<file path="src/pbse_pkg.sv">
// pbse_pkg: shared types and codes for the prefix boolean shape evaluator
// no dependencies; used by pbse_seq and prefix_boolean_shape_evaluator
`timescale 1ns / 1ps

package pbse_pkg;

  localparam int unsigned ProgDepth  = 256;
  localparam int unsigned StackDepth = 16;
  localparam int unsigned ShapeCount = 64;

  // request kinds
  localparam logic KIND_WRITE = 1'b0;
  localparam logic KIND_EVAL  = 1'b1;

  // operation codes; the two unused codes fold like union
  localparam logic [2:0] OP_LEAF     = 3'd0;
  localparam logic [2:0] OP_MERGE    = 3'd1;
  localparam logic [2:0] OP_INTERSEC = 3'd2;
  localparam logic [2:0] OP_SYMDIFF  = 3'd3;
  localparam logic [2:0] OP_DIFF     = 3'd4;
  localparam logic [2:0] OP_BACKDIFF = 3'd5;

  typedef enum logic [1:0] {
    ST_OK       = 2'd0,
    ST_OVERFLOW = 2'd1,
    ST_OVERRUN  = 2'd2
  } pbse_status_e;

  typedef enum logic [2:0] {
    S_IDLE,
    S_FETCH,
    S_DECODE,
    S_FOLD,
    S_DONE
  } pbse_state_e;

  typedef struct packed {
    logic        kind;
    logic [7:0]  word_address;
    logic [2:0]  opcode;
    logic        invert_flag;
    logic [7:0]  argument;
    logic [63:0] shape_states;
  } pbse_in_t;

  typedef struct packed {
    logic         verdict;
    pbse_status_e status;
  } pbse_out_t;

  // one program word as stored
  typedef struct packed {
    logic [2:0] opcode;
    logic       invert_flag;
    logic [7:0] argument;
  } pbse_word_t;

  // request handed from the front end to the sequencer
  typedef struct packed {
    logic        evaluate;
    logic [63:0] shape_states;
  } pbse_start_t;

  // pending operation on the stack
  typedef struct packed {
    logic [2:0] opcode;
    logic       invert_flag;
    logic [7:0] remaining;
    logic       acc;
    logic       started;
  } pbse_entry_t;

endpackage

</file>
<file path="src/pbse_ram.sv">
// pbse_ram: generic single write port, single read port ram with registered read
// no dependencies
`timescale 1ns / 1ps

module pbse_ram #(
  parameter int unsigned WIDTH = 8,
  parameter int unsigned DEPTH = 16
) (
  input  logic                     clk_i,
  input  logic                     we_i,
  input  logic [$clog2(DEPTH)-1:0] waddr_i,
  input  logic [WIDTH-1:0]         wdata_i,
  input  logic [$clog2(DEPTH)-1:0] raddr_i,
  output logic [WIDTH-1:0]         rdata_o
);

  logic [WIDTH-1:0] mem_q [DEPTH];
  logic [WIDTH-1:0] rdata_q;

  always_ff @(posedge clk_i) begin
    if (we_i) begin
      mem_q[waddr_i] <= wdata_i;
    end
    rdata_q <= mem_q[raddr_i];
  end

  assign rdata_o = rdata_q;

endmodule

</file>
<file path="src/pbse_seq.sv">
// pbse_seq: program walker; fetches words, keeps the pending stack in a ram
// depends on pbse_pkg and pbse_ram
`timescale 1ns / 1ps

module pbse_seq #(
  parameter int unsigned PROG_DEPTH  = pbse_pkg::ProgDepth,
  parameter int unsigned STACK_DEPTH = pbse_pkg::StackDepth,
  parameter int unsigned SHAPE_COUNT = pbse_pkg::ShapeCount
) (
  input  logic                          clk_i,
  input  logic                          rst_ni,
  input  logic                          start_valid_i,
  output logic                          start_ready_o,
  input  pbse_pkg::pbse_start_t         start_i,
  output logic                          res_valid_o,
  input  logic                          res_ready_i,
  output pbse_pkg::pbse_out_t           res_o,
  output logic [$clog2(PROG_DEPTH)-1:0] prog_raddr_o,
  input  logic [11:0]                   prog_rdata_i
);

  localparam int unsigned PW  = $clog2(PROG_DEPTH + 1);
  localparam int unsigned PAW = $clog2(PROG_DEPTH);
  localparam int unsigned LW  = $clog2(STACK_DEPTH + 1);
  localparam int unsigned SAW = $clog2(STACK_DEPTH);
  localparam int unsigned EW  = $bits(pbse_pkg::pbse_entry_t);

  function automatic logic fold_bits(logic [2:0] op, logic a, logic b);
    logic r;
    case (op)
      pbse_pkg::OP_INTERSEC: r = a & b;
      pbse_pkg::OP_SYMDIFF:  r = a ^ b;
      pbse_pkg::OP_DIFF:     r = a & ~b;
      pbse_pkg::OP_BACKDIFF: r = ~a & b;
      default:               r = a | b;
    endcase
    return r;
  endfunction

  pbse_pkg::pbse_state_e state_q, state_d;
  logic [PW-1:0]         pos_q, pos_d;
  logic [LW-1:0]         lvl_q, lvl_d;
  logic                  val_q, val_d;
  logic [63:0]           shape_q, shape_d;
  pbse_pkg::pbse_out_t   res_q, res_d;

  logic                  stk_we;
  logic [SAW-1:0]        stk_waddr;
  pbse_pkg::pbse_entry_t stk_wdata;
  logic [SAW-1:0]        stk_raddr;
  logic [EW-1:0]         stk_rdata;

  pbse_pkg::pbse_word_t  word;
  pbse_pkg::pbse_entry_t top_e;
  logic [LW-1:0]         lvl_m1, lvl_m2;
  logic                  leaf_bit, acc_new, pop_val;
  logic [7:0]            rem_new;

  pbse_ram #(
    .WIDTH (EW),
    .DEPTH (STACK_DEPTH)
  ) u_stack_ram (
    .clk_i   (clk_i),
    .we_i    (stk_we),
    .waddr_i (stk_waddr),
    .wdata_i (stk_wdata),
    .raddr_i (stk_raddr),
    .rdata_o (stk_rdata)
  );

  assign word    = pbse_pkg::pbse_word_t'(prog_rdata_i);
  assign top_e   = pbse_pkg::pbse_entry_t'(stk_rdata);
  assign lvl_m1  = lvl_q - LW'(1);
  assign lvl_m2  = lvl_q - LW'(2);
  assign rem_new = top_e.remaining - 8'd1;

  // shapes beyond the configured count read as outside
  assign leaf_bit = ((32'(word.argument) < 32'(SHAPE_COUNT)) ?
                     shape_q[word.argument[5:0]] : 1'b0) ^ word.invert_flag;
  assign acc_new  = top_e.started ? fold_bits(top_e.opcode, top_e.acc, val_q) : val_q;
  assign pop_val  = acc_new ^ top_e.invert_flag;

  assign prog_raddr_o  = pos_q[PAW-1:0];
  assign start_ready_o = (state_q == pbse_pkg::S_IDLE);
  assign res_valid_o   = (state_q == pbse_pkg::S_DONE);
  assign res_o         = res_q;

  always_comb begin
    state_d   = state_q;
    pos_d     = pos_q;
    lvl_d     = lvl_q;
    val_d     = val_q;
    shape_d   = shape_q;
    res_d     = res_q;
    stk_we    = 1'b0;
    stk_waddr = lvl_m1[SAW-1:0];
    stk_wdata = top_e;
    stk_raddr = lvl_m1[SAW-1:0];
    case (state_q)
      pbse_pkg::S_IDLE: begin
        if (start_valid_i) begin
          shape_d = start_i.shape_states;
          pos_d   = '0;
          lvl_d   = '0;
          res_d   = '{verdict: 1'b0, status: pbse_pkg::ST_OK};
          state_d = start_i.evaluate ? pbse_pkg::S_FETCH : pbse_pkg::S_DONE;
        end
      end
      pbse_pkg::S_FETCH: begin
        if (pos_q >= PW'(PROG_DEPTH)) begin
          res_d   = '{verdict: 1'b0, status: pbse_pkg::ST_OVERRUN};
          state_d = pbse_pkg::S_DONE;
        end else begin
          pos_d   = pos_q + PW'(1);
          state_d = pbse_pkg::S_DECODE;
        end
      end
      pbse_pkg::S_DECODE: begin
        if (word.opcode != pbse_pkg::OP_LEAF) begin
          if (lvl_q >= LW'(STACK_DEPTH)) begin
            res_d   = '{verdict: 1'b0, status: pbse_pkg::ST_OVERFLOW};
            state_d = pbse_pkg::S_DONE;
          end else begin
            stk_we    = 1'b1;
            stk_waddr = lvl_q[SAW-1:0];
            stk_wdata = '{opcode:      word.opcode,
                          invert_flag: word.invert_flag,
                          remaining:   (word.argument == 8'd0) ? 8'd1 : word.argument,
                          acc:         1'b0,
                          started:     1'b0};
            lvl_d     = lvl_q + LW'(1);
            state_d   = pbse_pkg::S_FETCH;
          end
        end else if (lvl_q == '0) begin
          res_d   = '{verdict: leaf_bit, status: pbse_pkg::ST_OK};
          state_d = pbse_pkg::S_DONE;
        end else begin
          // top entry arrives next cycle
          val_d   = leaf_bit;
          state_d = pbse_pkg::S_FOLD;
        end
      end
      pbse_pkg::S_FOLD: begin
        if (rem_new != 8'd0) begin
          stk_we    = 1'b1;
          stk_wdata = '{opcode:      top_e.opcode,
                        invert_flag: top_e.invert_flag,
                        remaining:   rem_new,
                        acc:         acc_new,
                        started:     1'b1};
          state_d   = pbse_pkg::S_FETCH;
        end else begin
          // operation complete: pop and fold its value into the parent
          val_d = pop_val;
          lvl_d = lvl_m1;
          if (lvl_q == LW'(1)) begin
            res_d   = '{verdict: pop_val, status: pbse_pkg::ST_OK};
            state_d = pbse_pkg::S_DONE;
          end else begin
            stk_raddr = lvl_m2[SAW-1:0];
          end
        end
      end
      pbse_pkg::S_DONE: begin
        if (res_ready_i) begin
          state_d = pbse_pkg::S_IDLE;
        end
      end
      default: state_d = pbse_pkg::S_IDLE;
    endcase
  end

  always_ff @(posedge clk_i or negedge rst_ni) begin
    if (!rst_ni) begin
      state_q <= pbse_pkg::S_IDLE;
      pos_q   <= '0;
      lvl_q   <= '0;
    end else begin
      state_q <= state_d;
      pos_q   <= pos_d;
      lvl_q   <= lvl_d;
    end
  end

  always_ff @(posedge clk_i) begin
    val_q   <= val_d;
    shape_q <= shape_d;
    res_q   <= res_d;
  end

`ifndef SYNTHESIS
  a_lvl_bound: assert property (@(posedge clk_i) disable iff (!rst_ni)
    lvl_q <= LW'(STACK_DEPTH))
    else $error("stack level beyond depth");

  a_pos_bound: assert property (@(posedge clk_i) disable iff (!rst_ni)
    pos_q <= PW'(PROG_DEPTH))
    else $error("program position beyond store");

  a_fold_nonempty: assert property (@(posedge clk_i) disable iff (!rst_ni)
    state_q == pbse_pkg::S_FOLD |-> lvl_q != '0)
    else $error("fold with empty stack");

  a_err_zero: assert property (@(posedge clk_i) disable iff (!rst_ni)
    (state_q == pbse_pkg::S_DONE && res_q.status != pbse_pkg::ST_OK) |-> !res_q.verdict)
    else $error("verdict set on error status");

  a_done_holds: assert property (@(posedge clk_i) disable iff (!rst_ni)
    (state_q == pbse_pkg::S_DONE && !res_ready_i) |=>
      (state_q == pbse_pkg::S_DONE && $stable(res_q)))
    else $error("result dropped before taken");
`endif

endmodule

</file>
<file path="src/prefix_boolean_shape_evaluator.sv">
// prefix_boolean_shape_evaluator: top level with program store and output register
// depends on pbse_pkg, pbse_ram and pbse_seq
//
// usage:
//   one input channel (in_valid_i / in_ready_o / in_data_i) carries write and
//   evaluate requests; one output channel (out_valid_o / out_ready_i /
//   out_data_o) returns exactly one verdict and status per request, in order.
//   a write request stores {opcode, invert_flag, argument} at word_address
//   (ignored past the store end) and answers verdict 0, status ok.
//   an evaluate request walks the program from word 0 in prefix order.
//   an evaluate fetches and decodes each program word in turn (program store
//   read, then decode); each leaf then folds into every stack entry it
//   completes and the one it stops at, one stack entry at a time; the
//   stack ram and program store reads are registered.
//   one request is worked at a time; the next is taken once the sequencer
//   has handed its result to the output register, which may still be waiting.
//   reset clears all control state; the program store is not cleared and
//   must be written before it is evaluated. a stalled receiver holds the
//   output register, then the sequencer, then in_ready_o low.
`timescale 1ns / 1ps

module prefix_boolean_shape_evaluator #(
  parameter int unsigned PROG_DEPTH  = pbse_pkg::ProgDepth,
  parameter int unsigned STACK_DEPTH = pbse_pkg::StackDepth,
  parameter int unsigned SHAPE_COUNT = pbse_pkg::ShapeCount
) (
  input  logic                clk_i,
  input  logic                rst_ni,
  input  logic                in_valid_i,
  output logic                in_ready_o,
  input  pbse_pkg::pbse_in_t  in_data_i,
  output logic                out_valid_o,
  input  logic                out_ready_i,
  output pbse_pkg::pbse_out_t out_data_o
);

  localparam int unsigned PAW = $clog2(PROG_DEPTH);

  logic                  in_acc;
  logic [31:0]           waddr_ext;
  logic                  prog_we;
  logic [PAW-1:0]        prog_raddr;
  logic [11:0]           prog_rdata;
  pbse_pkg::pbse_word_t  prog_wdata;
  pbse_pkg::pbse_start_t start;
  logic                  res_valid, res_ready;
  pbse_pkg::pbse_out_t   res;
  logic                  out_valid_q, out_valid_d;
  pbse_pkg::pbse_out_t   out_data_q;

  assign in_acc     = in_valid_i && in_ready_o;
  assign waddr_ext  = 32'(in_data_i.word_address);
  assign prog_we    = in_acc && (in_data_i.kind == pbse_pkg::KIND_WRITE) &&
                      (waddr_ext < 32'(PROG_DEPTH));
  assign prog_wdata = '{opcode:      in_data_i.opcode,
                        invert_flag: in_data_i.invert_flag,
                        argument:    in_data_i.argument};

  assign start = '{evaluate:     (in_data_i.kind == pbse_pkg::KIND_EVAL),
                   shape_states: in_data_i.shape_states};

  pbse_ram #(
    .WIDTH (12),
    .DEPTH (PROG_DEPTH)
  ) u_prog_ram (
    .clk_i   (clk_i),
    .we_i    (prog_we),
    .waddr_i (waddr_ext[PAW-1:0]),
    .wdata_i (prog_wdata),
    .raddr_i (prog_raddr),
    .rdata_o (prog_rdata)
  );

  pbse_seq #(
    .PROG_DEPTH  (PROG_DEPTH),
    .STACK_DEPTH (STACK_DEPTH),
    .SHAPE_COUNT (SHAPE_COUNT)
  ) u_seq (
    .clk_i         (clk_i),
    .rst_ni        (rst_ni),
    .start_valid_i (in_valid_i),
    .start_ready_o (in_ready_o),
    .start_i       (start),
    .res_valid_o   (res_valid),
    .res_ready_i   (res_ready),
    .res_o         (res),
    .prog_raddr_o  (prog_raddr),
    .prog_rdata_i  (prog_rdata)
  );

  // output register frees the sequencer while it is empty or its result is being taken
  assign res_ready = !out_valid_q || out_ready_i;

  always_comb begin
    out_valid_d = out_valid_q;
    if (res_valid && res_ready) begin
      out_valid_d = 1'b1;
    end else if (out_ready_i) begin
      out_valid_d = 1'b0;
    end
  end

  always_ff @(posedge clk_i or negedge rst_ni) begin
    if (!rst_ni) begin
      out_valid_q <= 1'b0;
    end else begin
      out_valid_q <= out_valid_d;
    end
  end

  always_ff @(posedge clk_i) begin
    if (res_valid && res_ready) begin
      out_data_q <= res;
    end
  end

  assign out_valid_o = out_valid_q;
  assign out_data_o  = out_data_q;

endmodule

</file>
<file path="config.mk">
export PLATFORM = sky130hd
export DESIGN_NAME = prefix_boolean_shape_evaluator
export DESIGN_NICKNAME = d
export VERILOG_FILES = /design/src/pbse_pkg.sv /design/src/pbse_ram.sv /design/src/pbse_seq.sv /design/src/prefix_boolean_shape_evaluator.sv
export SDC_FILE = /design/constraint.sdc
export NUM_CORES = 2
export LEC_CHECK = 0
export BUFFER_PORTS_ARGS = -buffer_cell sky130_fd_sc_hd__buf_2
export CAP_MARGIN = 20
export CORE_UTILIZATION = 55
export CTS_BUF_LIST = sky130_fd_sc_hd__clkbuf_2 sky130_fd_sc_hd__clkbuf_4 sky130_fd_sc_hd__clkbuf_8
export CTS_CLUSTER_SIZE = 12
export DETAILED_ROUTE_END_ITERATION = 7
export PLACE_DENSITY = 0.77
export RECOVER_POWER = 25
export SKIP_LAST_GASP = 1
export SLEW_MARGIN = 30
export SYNTH_ARGS = -nofsm -noshare
export SYNTH_HDL_FRONTEND = slang
export SYNTH_SLANG_ARGS = --single-unit
export TNS_END_PERCENT = 100
</file>
<file path="constraint.sdc">
create_clock -name clk_i -period 5.6 [get_ports clk_i]
set_input_delay 0.28 -clock clk_i [delete_from_list [all_inputs] [get_ports clk_i]]
set_output_delay 0.28 -clock clk_i [all_outputs]
set_load 0.02 [all_outputs]
</file>
==> metrics <==
status=finished, violations left; failing checks=capacitance limit, slew limit; violation count after the first detailed-routing iteration=around 9,800; headroom to the max-slew limit=-2.65; flip-flop and latch count after synthesis=3,411; required arrival time at the worst endpoint=5.91 ns; largest voltage drop on the vdd net=slightly below 300 µV; Max Clock Skew=0.0879 ns; transition time of the tightest slew-check pin=5.47 ns; Net Sw Power=between 15 and 20 mW; share of post-route cells with drive strength above 1=0.344; via count of the first global-routing pass=slightly below 70,000; number of nets in the finished design=6,815; remaining number of nets flagged by the antenna check after routing=0; number of buffers added by the clock tree synthesis step=around 550; horizontal die dimension=495 µm; clock latency on the worst-skew pair=about 1.1 ns; most used standard cells in the synthesized netlist=edfxtp_1, mux4_2, nor2_1; cell area after synthesis=roughly 0.13 mm²; number of hold violations in the final report=0; post-route cell area=between 0.15 and 0.2 mm²; clock tree from TritonCTS=done; top-level port count=between 90 and 100; die outline height=roughly 490 µm; grt total ovfl=0; number of setup violations in the final report=0; Total Wirelength=approximately 330,000 µm; top-count cell post-synth=edfxtp_1; Cell Rows=180; via-per-instance ratio=about 6.6; depth of the most critical reg-to-reg path=6; cell types occupying the most area after synthesis=edfxtp_1, mux4_2, nor2_1; min Tclk post-route=4.77 ns; kind of critical path=in -> reg; number of standard cells in the layout, taps in and fillers out=10,291; effective utilization at floorplan=0.554; placed cell count=9,198; max-slew violation count=~1,500; CTS-repair resized insts=0; number of enable-type register cells in the synthesized netlist=between 3,000 and 4,000; Comb pwr share=0.202; clock group share of total power=0.333; DR DRC count=0; layout overhead on the synthesized area=13.7%; unrepaired setup endpoints after global routing=false; post-synthesis cell type count=76; switching part of the total power=0.270; IO Port Bufs=93; initial antenna violation count=13; Core Box Area=~0.24 mm²; via count=67,607; post-synthesis instance total=around 6,000; Leak Pwr=between 40 and 50 nW; average wire per cell in the routed design=31.9 µm; number of detailed-routing iterations run before antenna repair=8; crit path DAT=5.09 ns; critical-path maximum fanout=between 60 and 70; portion of the post-synthesis area used by sequential elements=0.765; part of the cycle the worst path needs=0.852; YS warnings=0; CTS Root Cell=clkbuf_8; number of buffers inserted to repair setup after CTS=0; fraction of registers with async set/reset=0.00528; nature of the critical path startpoint=input pin; first-pass GRT wire length=approximately 470,000 µm; CTS HTree Levels=6; clk slew on worst S/H paths=0.06 ns; largest net degree at the start of global routing=197; type of the tightest min-delay check=in -> reg; depth of the worst hold-timing path=4; Total Die Area=0.245 mm²; internal power summed over all cells=between 40 and 50 mW; Total Power Consumption=roughly 63 mW; All-Layer GR Usage=0.269; worst-case clock buffer depth=4; DPL Wire Length=190,000 µm; Post-Syn Area per Cell=between 20 and 25 µm²; area share of the leading cell type in the synthesized netlist=0.758; synthesized net count=roughly 6,100; achievable clock frequency=around 210 MHz; max_cap viols=18; PwrDens=between 400 and 500 mW/mm²; leading area contributor after synthesis=edfxtp_1; final estimated routing congestion in global placement=0.892; sort of element at the end of the critical path=register; aggregate negative setup slack=0 ns; Reg power frac=0.465; cell area after placement=approximately 0.14 mm²; primary flip-flop cell chosen by synthesis mapping=edfxtp_1; CTS sink count=around 3,400
area by class of cell:
cell class | count | area, µm²
fill | 15340 | 89300
antenna | 8 | 20.0
sequential | 3411 | 102000
inverter | 18 | 67.6
clock buffer | 739 | 9110
multi-input combinational | 2188 | 30300
tap | 3185 | 3990
clock inverter | 195 | 1470
timing repair buffer | 547 | 4700
per-layer routing:
layer / up-vias / GRT usage / share of wire / wire [µm]
met5: - / 0 / 0.00019 / 61
met4: 6 / 0.112 / 0.041 / 13600
met3: 725 / 0.0658 / 0.12 / 39100
met2: 4898 / 0.414 / 0.47 / 156000
met1: 35024 / 0.374 / 0.36 / 120000
li1: 26954 / - / - / -
worst max-delay path, cell delays in order:
cell and delay, ns:
dlygate4sd3_1 0.53, clkbuf_1 1.59, clkbuf_1 2.49
repair_timing:
action / 4_1_cts / 5_1_grt
hold buffers: 146 / 1
hold endpoints to repair: 916 / 18
endpoints found under the setup margin: 0 / 0
flip-flops by register name (all words and copies together) (netlist names):
name	count
u_seq.u_stack_ram.mem_q	224
u_prog_ram.mem_q	3072
out_data_o	3
u_seq.pos_q	9
u_seq.shape_q	64
out_valid_o	1
u_prog_ram.rdata_o	12
u_seq.val_q	1
u_seq.lvl_q	5
u_seq.u_stack_ram.rdata_o	14
u_seq.res_o	3
u_seq.state_q	3
cell families (layout without fill, tap and decap cells):
kind of cell    after synthesis  in the layout  synth area share
other cells                   0              8                 0
simple gates                634            634            0.0212
mux                        1188           1188             0.182
xor+xnor                     15             15          0.000984
buf+inv                     363           1499            0.0116
compound gates              339            339            0.0187
fa+ha+maj                    12             12           0.00113
flops                      3411           3411             0.765
placed cells by master, fill, tap and decap left out, drive strengths merged, types with 60 or more instances in the layout:
cell type,count
edfxtp,3367
clkinv,148
mux2i,121
dlygate4sd3,146
nor3,70
buf,374
clkbuf,762
nand2,95
o22ai,60
nor2,341
mux2,90
mux4,977
a22o,62
through the flow:
stage / hold slack, ns / worst slack (ns) / utilization
3_3_place_gp: 0.262 / 1.35 / 0.578
2_1_floorplan: -0.0156 / 2.05 / -
4_1_cts: 0.0232 / 1.16 / 0.629
6_report: 0.108 / 0.829 / 0.630
3_5_place_dp: 0.268 / 1.20 / 0.579
5_1_grt: 0.0879 / 0.622 / 0.629
worst paths after layout:
| check | from | end | slack (ns) |
|---|---|---|---|
| setup / recovery | in_data_i[70] | u_prog_ram.mem_q[128][6]$_DFFE_PP_ | 0.83 |
| hold / removal | out_ready_i | out_valid_o$_DFFE_PN0P_ | 0.11 |
| setup reg to reg | u_seq.state_q[0]$_DFFE_PN0P_ | u_prog_ram.mem_q[252][3]$_DFFE_PP_ | 1.12 |
| hold reg to reg | u_seq.res_o[2]$_DFFE_PP_ | out_data_o[2]$_DFFE_PP_ | 0.42 |
| max in group asynchronous | rst_ni | u_seq.pos_q[4]$_DFFE_PN0P_ | 3.97 |
| min in group asynchronous | rst_ni | out_valid_o$_DFFE_PN0P_ | 0.70 |
power groups by stage:
stage,logic (mW),clock network (mW),registers (mW)
2_1_floorplan,8.53,0,29.5
3_3_place_gp,12.3,0,29.8
3_5_place_dp,12.5,0,29.9
4_1_cts,12.6,21.2,29.3
5_1_grt,13.2,22.3,29.4
6_report,12.7,21.0,29.4
No activity file was read; power rests on OpenSTA's default activity.
